[src/hdl/dce_pkg.sv]
`timescale 1ns / 1ps
package dce_pkg;

  localparam int EPS_W  = 36;
  localparam int MINP_W = 11;
  localparam logic [EPS_W-1:0]  EPS_RESET  = 36'd147456;
  localparam logic [MINP_W-1:0] MINP_RESET = 11'd4;

  localparam logic [1:0] ST_OK    = 2'd0;
  localparam logic [1:0] ST_FULL  = 2'd1;
  localparam logic [1:0] ST_RANGE = 2'd2;

  localparam logic [1:0] KIND_REGULAR = 2'd0;
  localparam logic [1:0] KIND_NOISE   = 2'd1;
  localparam logic [1:0] KIND_UNCL    = 2'd2;

  localparam logic ADDR_EPS  = 1'b0;
  localparam logic ADDR_MINP = 1'b1;

  typedef enum logic [1:0] {
    CMD_LOAD  = 2'd0,
    CMD_RUN   = 2'd1,
    CMD_READ  = 2'd2,
    CMD_CLEAR = 2'd3
  } cmd_t;

  typedef enum logic [3:0] {
    S_IDLE, S_CLR, S_POUT, S_PCHK, S_RD, S_DIF, S_SQ, S_CMP,
    S_PEVAL, S_QPOP, S_QRD, S_QLAT, S_QEVAL, S_DONE
  } state_t;

  typedef enum logic [1:0] {
    M_PCOUNT, M_SEED, M_QCOUNT, M_EXPAND
  } mode_t;

  typedef enum logic [3:0] {
    OP_NOP, OP_CLR_STEP, OP_P_READ, OP_P_LATCH, OP_P_SKIP, OP_SCAN_RD, OP_SCAN_DIF,
    OP_SCAN_SQ, OP_SCAN_CMP, OP_P_NOISE, OP_SEED_START, OP_Q_POP, OP_Q_READ,
    OP_Q_LATCH, OP_EXP_START, OP_CL_DONE
  } op_t;

  typedef struct packed {
    logic  acc;
    cmd_t  cmd;
    op_t   op;
    mode_t mode;
  } ctrl_t;

  typedef struct packed {
    logic i_last;
    logic p_end;
    logic lab_uncl;
    logic core;
    logic q_empty;
    logic empty;
  } stat_t;

endpackage

[src/hdl/dce_ctrl.sv]
`timescale 1ns / 1ps
module dce_ctrl (
  input  logic           clk,
  input  logic           rst_n,
  input  logic           start,
  input  logic [1:0]     in_command,
  input  dce_pkg::stat_t stat,
  output dce_pkg::ctrl_t ctrl,
  output logic           busy,
  output logic           out_valid
);

  dce_pkg::state_t state_r, state_nxt;
  dce_pkg::mode_t  mode_r, mode_nxt;
  logic            resp_r, resp_nxt;
  logic            acc;
  dce_pkg::cmd_t   cmd;

  assign cmd = dce_pkg::cmd_t'(in_command);
  assign acc = start && (state_r == dce_pkg::S_IDLE);

  always_comb begin
    state_nxt = state_r;
    mode_nxt  = mode_r;
    resp_nxt  = acc && (cmd != dce_pkg::CMD_RUN);
    case (state_r)
      dce_pkg::S_IDLE: begin
        if (acc && cmd == dce_pkg::CMD_RUN)
          state_nxt = stat.empty ? dce_pkg::S_DONE : dce_pkg::S_CLR;
      end
      dce_pkg::S_CLR: if (stat.i_last) state_nxt = dce_pkg::S_POUT;
      dce_pkg::S_POUT: state_nxt = stat.p_end ? dce_pkg::S_DONE : dce_pkg::S_PCHK;
      dce_pkg::S_PCHK: begin
        if (stat.lab_uncl) begin
          state_nxt = dce_pkg::S_RD;
          mode_nxt  = dce_pkg::M_PCOUNT;
        end else begin
          state_nxt = dce_pkg::S_POUT;
        end
      end
      dce_pkg::S_RD:  state_nxt = dce_pkg::S_DIF;
      dce_pkg::S_DIF: state_nxt = dce_pkg::S_SQ;
      dce_pkg::S_SQ:  state_nxt = dce_pkg::S_CMP;
      dce_pkg::S_CMP: begin
        if (!stat.i_last) begin
          state_nxt = dce_pkg::S_RD;
        end else begin
          case (mode_r)
            dce_pkg::M_PCOUNT: state_nxt = dce_pkg::S_PEVAL;
            dce_pkg::M_QCOUNT: state_nxt = dce_pkg::S_QEVAL;
            default:           state_nxt = dce_pkg::S_QPOP;
          endcase
        end
      end
      dce_pkg::S_PEVAL: begin
        if (stat.core) begin
          state_nxt = dce_pkg::S_RD;
          mode_nxt  = dce_pkg::M_SEED;
        end else begin
          state_nxt = dce_pkg::S_POUT;
        end
      end
      dce_pkg::S_QPOP: state_nxt = stat.q_empty ? dce_pkg::S_POUT : dce_pkg::S_QRD;
      dce_pkg::S_QRD:  state_nxt = dce_pkg::S_QLAT;
      dce_pkg::S_QLAT: begin
        state_nxt = dce_pkg::S_RD;
        mode_nxt  = dce_pkg::M_QCOUNT;
      end
      dce_pkg::S_QEVAL: begin
        if (stat.core) begin
          state_nxt = dce_pkg::S_RD;
          mode_nxt  = dce_pkg::M_EXPAND;
        end else begin
          state_nxt = dce_pkg::S_QPOP;
        end
      end
      dce_pkg::S_DONE: state_nxt = dce_pkg::S_IDLE;
      default:         state_nxt = dce_pkg::S_IDLE;
    endcase
  end

  always_comb begin
    ctrl.acc  = acc;
    ctrl.cmd  = cmd;
    ctrl.mode = mode_r;
    ctrl.op   = dce_pkg::OP_NOP;
    case (state_r)
      dce_pkg::S_CLR:  ctrl.op = dce_pkg::OP_CLR_STEP;
      dce_pkg::S_POUT: if (!stat.p_end) ctrl.op = dce_pkg::OP_P_READ;
      dce_pkg::S_PCHK: ctrl.op = stat.lab_uncl ? dce_pkg::OP_P_LATCH : dce_pkg::OP_P_SKIP;
      dce_pkg::S_RD:   ctrl.op = dce_pkg::OP_SCAN_RD;
      dce_pkg::S_DIF:  ctrl.op = dce_pkg::OP_SCAN_DIF;
      dce_pkg::S_SQ:   ctrl.op = dce_pkg::OP_SCAN_SQ;
      dce_pkg::S_CMP:  ctrl.op = dce_pkg::OP_SCAN_CMP;
      dce_pkg::S_PEVAL:
        ctrl.op = stat.core ? dce_pkg::OP_SEED_START : dce_pkg::OP_P_NOISE;
      dce_pkg::S_QPOP: ctrl.op = stat.q_empty ? dce_pkg::OP_CL_DONE : dce_pkg::OP_Q_POP;
      dce_pkg::S_QRD:  ctrl.op = dce_pkg::OP_Q_READ;
      dce_pkg::S_QLAT: ctrl.op = dce_pkg::OP_Q_LATCH;
      dce_pkg::S_QEVAL: if (stat.core) ctrl.op = dce_pkg::OP_EXP_START;
      default:         ctrl.op = dce_pkg::OP_NOP;
    endcase
  end

  always_ff @(posedge clk) begin
    if (!rst_n) begin
      state_r <= dce_pkg::S_IDLE;
      mode_r  <= dce_pkg::M_PCOUNT;
      resp_r  <= 1'b0;
    end else begin
      state_r <= state_nxt;
      mode_r  <= mode_nxt;
      resp_r  <= resp_nxt;
    end
  end

  assign busy      = (state_r != dce_pkg::S_IDLE);
  assign out_valid = resp_r || (state_r == dce_pkg::S_DONE);

endmodule

[config.mk]
export PLATFORM = sky130hd
export DESIGN_NAME = dce_ctrl
export DESIGN_NICKNAME = d
export VERILOG_FILES = /design/src/hdl/dce_pkg.sv /design/src/hdl/dce_ctrl.sv
export SDC_FILE = /design/constraint.sdc
export NUM_CORES = 1
export LEC_CHECK = 0
export BUFFER_PORTS_ARGS = -buffer_cell sky130_fd_sc_hd__buf_2
export CAP_MARGIN = 30
export CORE_MARGIN = 4
export CORE_UTILIZATION = 49
export DETAILED_ROUTE_END_ITERATION = 10
export PLACE_DENSITY = 0.77
export SLEW_MARGIN = 20
export SYNTH_ARGS = -nofsm -noshare
export SYNTH_HDL_FRONTEND = slang
export SYNTH_SLANG_ARGS = --single-unit
[constraint.sdc]
create_clock -name clk -period 1.97 [get_ports clk]
set_clock_uncertainty 0.05 [all_clocks]
set_input_delay 0.0985 -clock clk [delete_from_list [all_inputs] [get_ports clk]]
set_output_delay 0.0985 -clock clk [all_outputs]
set_load 0.02 [all_outputs]
* Word level (Yosys, flattened, before mapping)
Index checks and enable logic that the tools add are counted.
Word-level totals: output and inout port bits 11, word-level logic and storage cells 55, flip-flop bits (word level) 7, input port bits 11
Cells by class: mux-type cells 21, reductions and logical operators 10, eq/ne operators 21
Operators by type and width (count):
- $pmux 4 s13 | 1
- $pmux 4 s12 | 1
- $mux 4 | 8
- $eq 4x4->1 const B | 6
- $eq 4x3->1 const B | 4
- $mux 3 | 4
- $mux 2 | 5
- $eq 4x2->1 const B | 2
- $ne 2x2->1 const B | 4
- $pmux 2 s4 | 1
- $reduce_bool 4->1 | 2
- $pmux 3 s2 | 1
- $eq 4x1->1 const B | 1
- $logic_not 4->1 | 1
- $ne 2x1->1 const B | 2
- $reduce_and 4->1 | 1
- $logic_and 1x1->1 | 3
- $eq 2x1->1 const B | 1
- $eq 2x2->1 const B | 1
- $logic_not 2->1 | 1
- $reduce_and 2->1 | 1
- $logic_or 1x1->1 | 1

* Longest topological paths before layout
depth in word-level cells 5, mapped depth 6, depth with buffers taken out 4

* Worst setup path after synthesis
OpenSTA, ideal clock, no wires.
path kind reg-to-output, start register state_r[0], end output ctrl[3] (netlist name), required time 1821 ps, arrival 1351 ps, slack 470 ps, cell stages (with the launch flop) 6, buffers on the path 2, cell sequence dfxtp_1 -> buf_2 -> buf_6 -> xor2_1 -> a22oi_1 -> o21ai_0
RTL lines:
- from (decl) | line dce_ctrl.sv:13 | dce_pkg::state_t state_r, state_nxt;
- from (signal assigned) | line dce_ctrl.sv:107 | state_r <= dce_pkg::S_IDLE;
- from (signal assigned) | line dce_ctrl.sv:111 | state_r <= state_nxt;
- to (decl) | line dce_ctrl.sv:8 | output dce_pkg::ctrl_t ctrl,

==> results.yml <==
timing:
  fin_crit_sh: 0.9202
  fin_crit_ns: 1.813
  slew_violations: 0
  fmax_ghz: 0.5517
  hold_viol: 0
  relSlewSlack: 0.5420
  worstMarginPinSlew_ns: 0.6861
  tns_ns: 0
  rsz0062_at_grt: "false"
  timing.final.ws_setup_ns: 0.1573
  finalSetupViolations: 0
  hold_ws_ns: 0.08527
critical_path:
  slowest_delay_ns: 0.60
  slowest_stage: "dfxtp_1"
  end_kind: "primary output"
  required_ns: 1.82
  worst-path-max-fanout: 14
  worstSetupPathType: "flip-flop to primary output"
  critPathLaunchType: "flip-flop"
  path_cells: "and2b_2, o2bb2ai_1, a22oi_1, o21ai_0, buf_2"
  cp.arrival_ns: 1.66
clock_network:
  clock_path_buffers: 2
  cts_root_buffer: "clkbuf_4"
  clk_latency_ns: 0.24
  cts_tree: "yes"
  post_cts_buffers: 0
  cts.sinks: 7
  cts_hold_buf: 0
  clkTransAtPathRegs_ns: 0.05
  cts_resized: 0
  htree_levels: 1
  cts_buffers: 3
floorplanning:
  initial_utilization: 0.5291
  core_area_um2: 1334
  ioPinCount: 22
  die_y_um: 45.95
  die-area_um2: 2111
  die_w_um: 45.95
  rows: 13
routing:
  drc: 0
  vias_per_cell: 5.672
  drt_iter0_drc: 10
  dr.pass1.iters: 4
  vias: 692
  finalWirelength_um: 1675
  post_drt_wl_per_cell_um: 13.73
  ant_nets: 0
yosys:
  ys.flop_type: "dfxtp_1"
  yosys-top-cells-area: "dfxtp_1 20%, buf_6 8.0%, nand2b_1 7.1%"
  yosysWarnings: 0
  synth_top_area_frac: 0.1986
  synth_area_um2: 705.7
  synth_nets: 101
  ys_ff_latch: 7
  synth_cell_types: 39
  avgSynthCellArea_um2: 7.841
  synthCells: 90
  synth_edf_count: 0
  synth_area_leader_cell: "dfxtp_1"
  synthArstFlopShare: 0
  yosysSeqAreaShare: 0.1986
place:
  gp_congestion: 0.8272
  dpl.hpwl_um: 1229
  port_buffers: 21
  dp.cells: 118
  pre_cts_ws_ns: 0.2524
  place_area_um2: 753.2
cells_and_area:
  diodes: 0
  num-fill-cells: 134
  post-route-util: 0.5854
  fin_cells: 122
  final_nets: 119
  final_common_cell: "buf_2"
  syn2layout_area_growth_pct: 10.64
  post_route_cells_drive_above_1_share: 0.2991
  final_area_um2: 780.7
  layout_common_cells: "21 x buf_2, 8 x nand2b_1, 7 x o21ai_0"
power:
  p_leak_nw: 0.3354
  vdd_drop_max_mv: 0.9066
  power_density_nw_per_um2: 1359
  power_mw: 1.061
status:
  status: "finished, final reports clean"
global_routing:
  grt_pass1_vias: 655
  antenna_found_initial: 0
  grt_overflow: 0
  grt_max_degree: 23
  track_usage: 0.1724
  grt_pass1_wl_um: 2739
hold_path:
  hold_path.class: "primary input to flip-flop"
flow_run:
  maxCapViolCount: 0
[area by class of cell]
type / count / area (µm²) / share of cell area
Inverter: 2 / 7.507 / 0.009615
Tap cell: 15 / 18.77 / 0.02404
Multi-Input combinational cell: 70 / 459.2 / 0.5881
Timing Repair Buffer: 24 / 127.6 / 0.1635
Clock buffer: 4 / 26.28 / 0.03365
Sequential cell: 7 / 141.4 / 0.1811
[synthesized netlist by cell type, types with 2 or more instances]
| cell | number |
|---|---|
| a21boi_1 | 2 |
| a21oi_1 | 5 |
| and3_1 | 3 |
| buf_4 | 5 |
| buf_6 | 5 |
| dfxtp_1 | 7 |
| inv_1 | 2 |
| mux2i_1 | 2 |
| nand2_1 | 5 |
| nand2b_1 | 8 |
| nand3_1 | 2 |
| nor2_1 | 3 |
| nor2b_1 | 3 |
| o21a_1 | 2 |
| o21ai_0 | 7 |
| o21ai_1 | 4 |
| or4_1 | 2 |
| or4b_1 | 2 |
[where the power goes]
group          switching, mW  leakage (nW)  internal, mW
clock network         0.0496        0.0150        0.0771
registers              0.104        0.0575         0.181
logic                  0.356         0.263         0.294
[cells by family after synthesis]
logic type,Yosys count,share of synthesized area
AND/OR/NAND/NOR,36,0.3245
flip-flops,7,0.1986
buffers and inverters,13,0.1507
AO/OA/AOI/OAI,31,0.2855
multiplexers,2,0.02837
XOR/XNOR,1,0.01241
[worst max-delay path: cells and delay by family, from the launching register on]
family          cells  cell delay, ns
flops               1            0.60
compound gates      3            0.37
simple gates        1            0.28
buf+inv             1            0.17
[worst paths after layout]
path	from	to	slack, ns	depth (start not counted)
setup / recovery	state_r[2]	ctrl[3]	0.16	5
setup reg to reg	state_r[1]	state_r[2]	0.24	4
hold / removal	rst_n	resp_r	0.09	2
hold reg to reg	mode_r[0]	mode_r[0]	0.51	2
[state kept, by name, summed over array words and instances, names as in the netlist]
name and cells:
state_r 4, mode_r 2, resp_r 1
[layer usage]
metal	share of wire	global-route usage
met2	0.46	0.2747
met1	0.48	0.2424
met4	0	0
met3	0.055	0.05138
met5	0	0
(Power assumes the default switching activity.)
