[config.mk]
export PLATFORM = sky130hd
export DESIGN_NAME = dce_regs
export DESIGN_NICKNAME = d
export VERILOG_FILES = /design/src/hdl/dce_pkg.sv /design/src/hdl/dce_regs.sv
export SDC_FILE = /design/constraint.sdc
export NUM_CORES = 1
export LEC_CHECK = 0
export BUFFER_PORTS_ARGS = -buffer_cell sky130_fd_sc_hd__clkbuf_2
export CORE_MARGIN = 2
export CORE_UTILIZATION = 40
export CTS_CLUSTER_DIAMETER = 30
export DETAILED_ROUTE_END_ITERATION = 12
export GPL_ROUTABILITY_DRIVEN = 1
export PLACE_DENSITY_LB_ADDON = 0.15
export SKIP_LAST_GASP = 1
export SLEW_MARGIN = 5
export SYNTH_ARGS = -nofsm -noshare
export SYNTH_HDL_FRONTEND = slang
export SYNTH_SLANG_ARGS = --single-unit
[constraint.sdc]
create_clock -name clk -period 0.98 [get_ports clk]
set_input_delay 0.098 -clock clk [delete_from_list [all_inputs] [get_ports clk]]
set_output_delay 0.098 -clock clk [all_outputs]
set_load 0.02 [all_outputs]
[src/hdl/dce_pkg.sv]
`timescale 1ns / 1ps
package dce_pkg;

  localparam int EPS_W  = 36;
  localparam int MINP_W = 11;
  localparam logic [EPS_W-1:0]  EPS_RESET  = 36'd147456;
  localparam logic [MINP_W-1:0] MINP_RESET = 11'd4;

  localparam logic [1:0] ST_OK    = 2'd0;
  localparam logic [1:0] ST_FULL  = 2'd1;
  localparam logic [1:0] ST_RANGE = 2'd2;

  localparam logic [1:0] KIND_REGULAR = 2'd0;
  localparam logic [1:0] KIND_NOISE   = 2'd1;
  localparam logic [1:0] KIND_UNCL    = 2'd2;

  localparam logic ADDR_EPS  = 1'b0;
  localparam logic ADDR_MINP = 1'b1;

  typedef enum logic [1:0] {
    CMD_LOAD  = 2'd0,
    CMD_RUN   = 2'd1,
    CMD_READ  = 2'd2,
    CMD_CLEAR = 2'd3
  } cmd_t;

  typedef enum logic [3:0] {
    S_IDLE, S_CLR, S_POUT, S_PCHK, S_RD, S_DIF, S_SQ, S_CMP,
    S_PEVAL, S_QPOP, S_QRD, S_QLAT, S_QEVAL, S_DONE
  } state_t;

  typedef enum logic [1:0] {
    M_PCOUNT, M_SEED, M_QCOUNT, M_EXPAND
  } mode_t;

  typedef enum logic [3:0] {
    OP_NOP, OP_CLR_STEP, OP_P_READ, OP_P_LATCH, OP_P_SKIP, OP_SCAN_RD, OP_SCAN_DIF,
    OP_SCAN_SQ, OP_SCAN_CMP, OP_P_NOISE, OP_SEED_START, OP_Q_POP, OP_Q_READ,
    OP_Q_LATCH, OP_EXP_START, OP_CL_DONE
  } op_t;

  typedef struct packed {
    logic  acc;
    cmd_t  cmd;
    op_t   op;
    mode_t mode;
  } ctrl_t;

  typedef struct packed {
    logic i_last;
    logic p_end;
    logic lab_uncl;
    logic core;
    logic q_empty;
    logic empty;
  } stat_t;

endpackage

[src/hdl/dce_regs.sv]
`timescale 1ns / 1ps
module dce_regs (
  input  logic                       clk,
  input  logic                       rst_n,
  input  logic                       psel,
  input  logic                       penable,
  input  logic                       pwrite,
  input  logic [3:0]                 paddr,
  input  logic [63:0]                pwdata,
  output logic [63:0]                prdata,
  output logic                       pready,
  output logic [dce_pkg::EPS_W-1:0]  eps_r,
  output logic [dce_pkg::MINP_W-1:0] minp_r
);

  logic                       wr;
  logic [dce_pkg::EPS_W-1:0]  eps_nxt;
  logic [dce_pkg::MINP_W-1:0] minp_nxt;

  assign pready = 1'b1;
  assign wr     = psel & penable & pwrite;

  always_comb begin
    eps_nxt  = eps_r;
    minp_nxt = minp_r;
    if (wr && paddr[3] == dce_pkg::ADDR_EPS) eps_nxt = pwdata[dce_pkg::EPS_W-1:0];
    if (wr && paddr[3] == dce_pkg::ADDR_MINP) minp_nxt = pwdata[dce_pkg::MINP_W-1:0];
  end

  always_ff @(posedge clk) begin
    if (!rst_n) begin
      eps_r  <= dce_pkg::EPS_RESET;
      minp_r <= dce_pkg::MINP_RESET;
    end else begin
      eps_r  <= eps_nxt;
      minp_r <= minp_nxt;
    end
  end

  assign prdata = (paddr[3] == dce_pkg::ADDR_MINP) ? 64'(minp_r) : 64'(eps_r);

endmodule

## Yosys cells after proc, flatten, opt, wreduce, memory -nomap -nowiden

Cells that the tools add are included.

| word-level totals | value |
|---|---|
| register bits | 47 |
| input bits | 73 |
| output and inout port bits | 112 |
| word-level logic and storage cells | 8 |

| cells by class | value |
|---|---|
| mux-type cells | 1 |
| bitwise operators | 3 |
| reductions and logical operators | 2 |

Operators with widths:

| kind | number |
|---|---|
| $mux 36 | 1 |
| $and 1x1->1 | 2 |
| $logic_and 1x1->1 | 2 |
| $not 1->1 | 1 |

## Logic depth before layout (Yosys ltp)

Gate-level depths: netlist (run 1).

| depth | value |
|---|---|
| word-level depth | 3 |
| depth in mapped cells | 4 |
| depth with buffers taken out | 2 |

## Least setup slack after synthesis (run 1)

No wires, ideal clock.

| timing path | value |
|---|---|
| kind | input to output |
| start point | input paddr[3] |
| end point | output prdata[10] |
| arrival time | 835 ps |
| required time | 882 ps |
| slack | 47 ps |
| cell stages on the path | 3 |
| buffers on the path | 2 |
| cell sequence | buf_4 -> buf_2 -> mux2_2 |

| on the way | value |
|---|---|
| cells in the longest elaborated chain, start to end | 1 |

RTL lines:

| element | RTL line | source |
|---|---|---|
| start: declaration | dce_regs.sv:8 | `input logic [3:0] paddr,` |
| $mux 36 | dce_regs.sv:40 | `assign prdata = (paddr[3] == dce_pkg::ADDR_MINP) ? 64'(minp_r) : 64'(eps_r);` |
| end: declaration | dce_regs.sv:10 | `output logic [63:0] prdata,` |

Every way passes these cells.

## Worst setup path after layout (run 1)

| timing path | value |
|---|---|
| start point | register eps_r[9] (netlist bit) |
| end point | output prdata[9] |

| on the way | value |
|---|---|
| cells in the longest elaborated chain, start to end | 1 |

RTL lines:

| element | RTL line | source |
|---|---|---|
| start: declaration | dce_regs.sv:12 | `output logic [dce_pkg::EPS_W-1:0] eps_r,` |
| start signal: assignment | dce_regs.sv:32 | `eps_r <= dce_pkg::EPS_RESET;` |
| start signal: assignment | dce_regs.sv:35 | `eps_r <= eps_nxt;` |
| $mux 36 | dce_regs.sv:40 |  |

Every way passes these cells.

==> out/metrics.cfg, run 1 <==
[placed_design]
gp_congestion=0.677
dpl.hpwl_mm=3.78
pre_cts_ws_ns=-0.0718
port_buffers=124

[floorplan]
die_area_sq_mm=0.00657
std_cell_rows=28
io_pins=185
fp.dieW_microns=81.1
coreArea_sq_mm=0.00582
die_y_microns=81.1
initial_core_util=0.409

[worst_setup_path]
arrival_ns=1.05
cp_slowest_stage_delay_ns=0.34
crit_path_top_delay_cell=dfxtp_2
crit_chain=mux2_4 -> buf_8
end_kind=primary output
cp.required_ns=0.88
startpoint_type=register
path_max_fanout=2
worstSetupPathType=reg -> out

[global_route]
grt_max_degree=43
grt_first_pass_wirelength_mm=8.73
grt-ovfl-total=0
grt.total_usage=0.169
grt_pass1_vias=1887
antenna_found_initial=0

[detailed_routing]
drt-met1-wl_mm=2.65
top_layer=met4
wirelength_mm=6.65
dr.pass1.iters=6
routed_via_density=4.44
wire_per_inst_microns=13.2
ant_nets=0
num_vias=2235
dr.first_iter.drc_count=43
wl_met2_mm=3.46
drc=0
wl_met3_microns=517

[yosys]
synth_warnings=0
ys_seq_elements=47
netlist_area_sq_mm=0.00238
synthCells=265
ys_seq_area_frac=0.396
ys_types=12
syn_area_per_cell_sq_um=8.97

[sta]
finalWorstSetupSlack_ns=-0.173
drv_slew=0
fin_crit_ns=1.15
finalCritPeriodShare=1.18
tns_ns=-2.23
setup_viol=39
fmax_ghz=0.867
rsz0062_at_grt=true
hold_viol_final=0
fin_skew_ns=0

[pwr]
vdd_ir_drop_max_mv=0.604
p_int_mw=2.98
power.leakage_nw=1.99
switching_share=0.272
pwr-share-comb=0.204
power_density_mw_per_mm2=979
finalPower_mw=4.09
pwr-share-clk=0.310
p_seq_frac=0.486
p_switching_mw=1.11

[clock_network]
clock_path_buffers=2
h-tree-depth=2
cts_buffers=5
cts_tree=built
worstSkewPairLatency_ns=0.29
clkTransAtPathRegs_ns=0.09
clock_sinks=47
cts_root_buf=clkbuf_8

[finish]
fill_cells=430
n_antenna_cell=0
drive_gt1_frac=0.607
fin_nets=500
area_growth_pct=76.0

[run_status]
failed_checks=setup timing
status=finished, violations left

[flow_run]
drv_cap=0

[hold_path]
hold_path_class=in -> reg

-- path summary, 6_finish.rpt --
path	cells past startpoint	startpoint	to	slack, ns
min	3	pwdata[13]	eps_r[13]	0.01
min reg2reg	2	eps_r[27]	eps_r[27]	0.47
max	2	eps_r[9]	prdata[9]	-0.17
max reg2reg	4	eps_r[14]	eps_r[14]	0.12
-- worst max-delay path, delay by kind of cell (launching register included) --
kind / cells / cell delay [ns]
muxes: 1 / 0.29
DFF: 1 / 0.34
buffers and inverters: 1 / 0.13
-- cell usage after synthesis --
| cell | number | area, sq um |
|---|---|---|
| and4b_1 | 1 | 10.0 |
| nand2_1 | 78 | 293 |
| mux2_2 | 11 | 124 |
| nand4_1 | 1 | 6.26 |
| nor2b_1 | 31 | 194 |
| buf_4 | 32 | 240 |
| buf_2 | 3 | 15.0 |
| clkbuf_1 | 8 | 30.0 |
| buf_6 | 4 | 45.0 |
| conb_1 | 2 | 7.51 |
| mux2i_1 | 47 | 470 |
| dfxtp_1 | 47 | 941 |
-- placed cells by master, fill, tap and decap left out --
master and count:
buf_12 5, and4b_2 1, dfxtp_2 47, buf_4 25, mux2i_1 47, clkinvlp_4 1, mux2_4 9, nor2b_4 18
clkbuf_2 57, conb_1 29, nand4_1 1, buf_6 76, nand2_1 78, mux2_2 2, buf_8 12, clkbuf_8 7
nor2b_1 13
-- flip-flops by register name, summed over array words and instances (netlist names) --
name	count
minp_r	11
eps_r	36
-- routing by layer --
layer | vias up | global-route usage
li1 | 1109 | -
met1 | 1036 | 0.206
met2 | 88 | 0.297
met3 | 2 | 0.0489
met4 | 0 | 0.0356
met5 | - | 0
-- power by group through the flow --
stage,Sequential [mW],Clock (mW),Combinational [mW]
after global routing,1.99,1.38,0.900
after global placement,2.02,0,0.608
final,1.99,1.27,0.835
after detailed placement,2.03,0,0.615
after floorplan,2.07,0,0.442
after CTS,1.98,1.32,0.708
-- through the flow --
| step | utilization | hold WS, ns | cells | cell area [sq um] |
|---|---|---|---|---|
| 2_1_floorplan | - | 0.240 | 292 | 2480 |
| 4_1_cts | 0.620 | 0.00880 | 495 | 3610 |
| 3_5_place_dp | 0.515 | 0.336 | 453 | 2990 |
| 3_3_place_gp | 0.515 | 0.330 | 453 | 2990 |
| 6_report | 0.719 | 0.0134 | 503 | 4180 |
| 5_1_grt | 0.719 | 0.0165 | 503 | 4180 |
-- cells by family after synthesis --
family / synth area share
flip-flops: 0.396
buffers and inverters: 0.139
AND/OR/NAND/NOR: 0.212
multiplexers: 0.250
other: 0.00316
-- layout make-up --
cell class	count	area, sq um	area share
sequential	47	1000	0.239
clock buffer	7	96.3	0.0230
clock inverter	1	7.51	0.00179
tap	75	93.8	0.0224
multi-input combinational	198	1380	0.329
timing repair buffer	175	1610	0.385
-- timing repair --
| action | CTS | global route |
|---|---|---|
| setup endpoints to repair | 36 | 67 |
| buffers inserted | 34 | 9 |
| hold buffers | 0 | 0 |
| resized for setup | 102 | 204 |
| pin swaps | 0 | 0 |
(Power assumes the default switching activity.)
==> run 2: changes to the inputs <==
- clock period: 0.98 -> 1.15 ns (I/O delays scaled with it)
==> run 2 against run 1 <==
The run still ends with setup timing left; flip-flop and latch count unchanged; count of clock-buffer cells in the layout decreased by 1; sequential power is 15% lower; total power fell by 14%; register-to-register slack better by 0.24 ns; wire length shrank 17%; largest cell class is now multi-input gates; highest routed layer unchanged.
==> out/metrics.cfg, run 2 (same netlist as run 1, synthesis figures left out) <==
[clock_network]
clock_path_buffers=2  ; unchanged
cts_root_buf=clkbuf_8  ; unchanged
cts_tree=built  ; unchanged
cts_hold_buf=0  ; unchanged
worstSkewPairLatency_ns=0.29  ; about the same
clock_sinks=47  ; unchanged
h-tree-depth=2  ; unchanged
clkTransAtPathRegs_ns=0.09  ; about the same
cts_buffers=5  ; unchanged

[global_route]
grt.total_usage=0.159  ; was 0.169
grt_pass1_vias=1686  ; was 1887
grt_max_degree=43  ; unchanged
grt-ovfl-total=0  ; unchanged
antenna_found_initial=0  ; unchanged
grt_first_pass_wirelength_mm=8.11  ; was 8.73 mm

[run_status]
failed_checks=setup timing  ; unchanged
status=finished, violations left  ; unchanged

[finish]
ff_latch_area_sq_um=970  ; was 1000 sq um
drive_gt1_frac=0.486  ; was 0.607
final_cell_mix=clkbuf_2 (106), nand2_1 (78), mux2i_1 (47)  ; was nand2_1 (78), buf_6 (76), clkbuf_2 (57)
mostFrequentLayoutCell=clkbuf_2  ; was nand2_1
fill_cells=521  ; was 430
n_antenna_cell=0  ; unchanged
top_regs=eps_r: 36 flops, minp_r: 11 flops  ; unchanged
multi_input_area_sq_mm=0.00125  ; was 0.00138 sq mm
top_register=eps_r  ; unchanged
fin_nets=479  ; was 500
area_growth_pct=45.4  ; was 76.0%
utilization=0.594  ; was 0.719
largest_reg_flops=36  ; unchanged

[worst_setup_path]
rr_worst_depth=4  ; unchanged
r2r_setup_slack_ns=0.36  ; was 0.12 ns
reg2reg_from=eps_r[5]  ; was eps_r[14]
regToRegEndpoint=eps_r[5]  ; was eps_r[14]
cp.required_ns=1.03  ; was 0.88 ns
startpoint_type=register  ; unchanged
worstSetupPathType=reg -> out  ; unchanged
end_kind=primary output  ; unchanged
arrival_ns=1.04  ; was 1.05 ns
path_max_fanout=2  ; unchanged

[floorplan]
std_cell_rows=28  ; unchanged
die_y_microns=81.1  ; unchanged
io_pins=185  ; unchanged
initial_core_util=0.409  ; unchanged
fp.dieW_microns=81.1  ; unchanged
die_area_sq_mm=0.00657  ; unchanged
coreArea_sq_mm=0.00582  ; unchanged

[sta]
fin_skew_ns=0  ; unchanged
setup_viol=1  ; was 39
tns_ns=-0.00597  ; was -2.23 ns
fmax_ghz=0.865
rsz0062_at_grt=true  ; unchanged
hold_viol_final=0  ; unchanged
finalWorstSetupSlack_ns=-0.00597  ; was -0.173 ns
finalCritPeriodShare=1.01
fin_crit_ns=1.16
drv_slew=0  ; unchanged

[flow_run]
drv_cap=0  ; unchanged

[detailed_routing]
wirelength_mm=5.54  ; was 6.65 mm
dr.first_iter.drc_count=55  ; was 43
ant_nets=0  ; unchanged
dr.pass1.iters=4  ; was 6
num_vias=2108  ; was 2235
drc=0  ; unchanged
wire_per_inst_microns=11.5  ; was 13.2 microns
routed_via_density=4.37  ; was 4.44

[hold_path]
hold_depth=3  ; unchanged
holdPathEnd=eps_r[34]  ; was eps_r[13]
hold_path_class=in -> reg  ; unchanged
min_from=pwdata[34]  ; was pwdata[13]

[pwr]
pwr-share-clk=0.353  ; was 0.310
pwr-share-comb=0.167  ; was 0.204
power.leakage_nw=1.76  ; was 1.99 nW
p_int_mw=2.61  ; was 2.98 mW
p_seq_frac=0.480  ; was 0.486
power_density_mw_per_mm2=1020  ; was 979 mW/mm^2
finalPower_mw=3.51  ; was 4.09 mW
vdd_ir_drop_max_mv=0.707  ; was 0.604 mV
switching_share=0.258  ; was 0.272
p_switching_mw=0.907  ; was 1.11 mW

[placed_design]
port_buffers=124  ; unchanged
gp_congestion=0.686  ; was 0.677
dpl.hpwl_mm=3.64  ; was 3.78 mm

==> run 2: changes by cell type in the layout (fill, tap and decap cells not counted), moves of 5 or more <==
cell,change
buf_6,-76
clkbuf_2,+49
dfxtp_2,-24
nor2b_1,+17
dfxtp_1,+24
nor2b_4,-18
buf_2,+5
==> run 2: timing repair <==
item	in CTS	in global routing
cloned	0	0
setup endpoints to repair	11	18
setup buffers	21	2
gates resized for setup	53	22
==> run 2: worst max-delay path, stage by stage, from the launching register on <==
cell and delay [ns]:
dfxtp_2 0.33, mux2_4 0.28, buf_8 0.13
==> run 2: through the flow <==
stage          hold WS (ns)  std cells  cell area (sq um)  setup WS, ns
3_5_place_dp          0.353        451               2980        0.0830
2_1_floorplan         0.257        292               2480         0.183
3_3_place_gp          0.346        451               2980         0.112
6_report             0.0364        482               3460      -0.00597
4_1_cts              0.0285        480               3420       -0.0232
5_1_grt              0.0364        482               3460       -0.0441
==> run 2: final cells by class <==
cell class,instances,share of cell area
Clock buffer,6,0.0239
Clock inverter,2,0.0101
Multi-Input combinational cell,198,0.362
Sequential cell,47,0.281
Tap cell,75,0.0272
Timing Repair Buffer,154,0.296
==> run 2: metal layers <==
| metal | vias to the layer above | track usage | share of wire |
|---|---|---|---|
| met3 | 2 | 0.0522 | 0.083 |
| met1 | 954 | 0.208 | 0.45 |
| met5 | - | 0 | 0 |
| met2 | 86 | 0.253 | 0.47 |
| met4 | 0 | 0.0424 | 0.0027 |
| li1 | 1066 | - | - |
==> run 2: how the worst max path moves through the flow <==
| stage | start | end | depth (start not counted) |
|---|---|---|---|
| 6_report | eps_r[5] | prdata[5] | 2 |
| 5_1_grt | eps_r[7] | prdata[7] | 2 |
| 4_1_cts | eps_r[2] | prdata[2] | 2 |
| 3_5_place_dp | paddr[3] | eps_r[16] | 4 |
| 3_3_place_gp | paddr[3] | eps_r[20] | 4 |
| 2_1_floorplan | paddr[3] | prdata[10] | 3 |
==> run 2: power by group through the flow <==
stage               logic (mW)  registers [mW]  clock network, mW
finish                   0.585            1.69               1.24
global route             0.637            1.69               1.36
CTS                      0.577            1.69               1.28
detailed placement       0.520            1.73                  0
global placement         0.515            1.73                  0
floorplan                0.376            1.77                  0
==> run 3: changes to the inputs <==
- CORE_UTILIZATION: 40 -> 36
- GPL_TIMING_DRIVEN: not set -> 0
- clock period: 1.15 -> 1 ns (I/O delays scaled with it)
==> run 3 against run 2 <==
The flow still finishes with violations (setup timing); sequential share of layout area decreased by 4.4 points; sequential power increased by 15%; register-to-register slack got worse by 0.18 ns; clock skew unchanged; final cell count increased by 12%; critical path depth unchanged; first-iteration DRC count increased by 20%; count of clock-buffer cells in the layout unchanged; utilization increased by 7.1 points; critical path type unchanged; critical endpoint is now prdata[9]; highest routed layer unchanged.
==> out/metrics.cfg, run 3 (same netlist as run 1, synthesis figures left out) <==
[worst_setup_path]
end_kind=primary output  ; unchanged
path_max_fanout=2  ; unchanged
arrival_ns=1.05  ; was 1.04 ns
crit_path_start=minp_r[9]  ; was eps_r[5]
rr_worst_depth=4  ; unchanged
cp.required_ns=0.90  ; was 1.03 ns
reg2reg_from=eps_r[23]  ; was eps_r[5]
r2r_setup_slack_ns=0.18  ; was 0.36 ns
regToRegEndpoint=eps_r[23]  ; was eps_r[5]
worstSetupEndpoint=prdata[9]  ; was prdata[5]
worstSetupPathType=reg -> out  ; unchanged
startpoint_type=register  ; unchanged

[global_route]
antenna_found_initial=0  ; unchanged
grt-ovfl-total=0  ; unchanged
grt_pass1_vias=2313  ; was 1686
grt_first_pass_wirelength_mm=10.8  ; was 8.11 mm
grt.total_usage=0.184  ; was 0.159
grt_max_degree=15  ; was 43

[detailed_routing]
routed_via_density=4.36  ; was 4.37
dr.first_iter.drc_count=66  ; was 55
wirelength_mm=7.51  ; was 5.54 mm
wire_per_inst_microns=13.9  ; was 11.5 microns
ant_nets=0  ; unchanged
num_vias=2356  ; was 2108
dr.pass1.iters=4  ; unchanged
drc=0  ; unchanged

[pwr]
power_density_mw_per_mm2=1010  ; was 1020 mW/mm^2
finalPower_mw=4.28  ; was 3.51 mW
power.leakage_nw=2.10  ; was 1.76 nW
vdd_ir_drop_max_mv=0.915  ; was 0.707 mV

[finish]
utilization=0.666  ; was 0.594
largest_reg_flops=36  ; unchanged
n_antenna_cell=0  ; unchanged
drive_gt1_frac=0.600  ; was 0.486
area_growth_pct=77.9  ; was 45.4%
final_cell_mix=nand2_1 (78), buf_6 (62), buf_4 (61)  ; was clkbuf_2 (106), nand2_1 (78), mux2i_1 (47)
fill_cells=519  ; was 521
fin_nets=535  ; was 479
design_area_sq_mm=0.00423  ; was 0.00346 sq mm
top_register=eps_r  ; unchanged
mostFrequentLayoutCell=nand2_1  ; was clkbuf_2
top_regs=eps_r: 36 flops, minp_r: 11 flops  ; unchanged

[floorplan]
io_pins=185  ; unchanged
fp.dieW_microns=85.2  ; was 81.1 microns
std_cell_rows=29  ; was 28
coreArea_sq_mm=0.00635  ; was 0.00582 sq mm
die_area_sq_mm=0.00727  ; was 0.00657 sq mm
initial_core_util=0.374  ; was 0.409
die_y_microns=85.2  ; was 81.1 microns

[placed_design]
gp_congestion=0.758  ; was 0.686
placed_area_sq_mm=0.00319  ; was 0.00298 sq mm
pre_cts_ws_ns=-0.334  ; was 0.0830 ns
dpl.hpwl_mm=4.66  ; was 3.64 mm
port_buffers=123  ; was 124

[sta]
hold_viol_final=0  ; unchanged
finalWorstSetupSlack_ns=-0.153  ; was -0.00597 ns
fin_skew_ns=0  ; unchanged
setup_viol=32  ; was 1
tightest_slew_ns=0.521
rsz0062_at_grt=true  ; unchanged
fmax_ghz=0.867
tns_ns=-2.30  ; was -0.00597 ns
finalCritPeriodShare=1.15
max_slew_margin=0.653
fin_crit_ns=1.15
drv_slew=0  ; unchanged

[flow_run]
drv_cap=0  ; unchanged

[clock_network]
clock_sinks=47  ; unchanged
worstSkewPairLatency_ns=0.30  ; was 0.29 ns
cts_buffers=5  ; unchanged
clkTransAtPathRegs_ns=0.09  ; about the same
h-tree-depth=2  ; unchanged
clock_path_buffers=2  ; unchanged
cts_tree=built  ; unchanged
cts_root_buf=clkbuf_8  ; unchanged
cts_hold_buf=0  ; unchanged

[run_status]
failed_checks=setup timing  ; unchanged
status=finished, violations left  ; unchanged

[hold_path]
hold_depth=3  ; unchanged
hold_path_class=in -> reg  ; unchanged

==> run 3: changes by cell type in the layout (fill, tap and decap cells not counted), sizes merged <==
cell,change
buf,+88
clkbuf,-32
==> run 3: routing by layer <==
metal,up-vias,share of wire,track usage
met5,-,0,0
met4,0,0.013,0.0404
met3,9,0.067,0.0477
met2,101,0.50,0.321
met1,1069,0.42,0.228
li1,1177,-,-
==> run 3: worst min path at each step <==
stage / from / endpoint / slack, ns
floorplan: pwdata[29] / eps_r[29] / 0.24
global placement: pwdata[24] / eps_r[24] / 0.33
detailed placement: pwdata[32] / eps_r[32] / 0.34
CTS: pwdata[27] / eps_r[27] / 0.008
global route: pwdata[32] / eps_r[32] / 0.009
finish: pwdata[32] / eps_r[32] / 0.01
==> run 3: layout make-up <==
cell class              count  area [sq um]  area share
multi-input cells         198          1290       0.305
well taps                  77          96.3      0.0228
clock inverters             2          35.0     0.00829
repair buffers            163          1370       0.325
plain buffers              47           353      0.0835
clock buffers               6          82.6      0.0195
flip-flops and latches     47          1000       0.237
==> run 3: per-stage QoR <==
stage	hold WS, ns	std cells
finish	0.0123	540
global route	0.00889	540
CTS	0.00799	537
detailed placement	0.340	492
global placement	0.331	492
floorplan	0.242	292
==> run 3: power by group <==
part	total [mW]	internal, mW	switching, mW
Combinational	0.868	0.415	0.453
Sequential	1.95	1.92	0.0320
Clock	1.46	0.810	0.652
==> run 3: worst max-delay path, cell delays in order, from the launching register on <==
cell,delay [ns]
dfxtp_2,0.33
mux2_2,0.27
clkbuf_8,0.15
==> run 3: what timing repair did <==
item / in CTS / in global routing
pin swaps: 0 / 0
cloned: 0 / 0
buffers inserted: 37 / 4
resized for setup: 104 / 159
endpoints found under the setup margin: 36 / 64
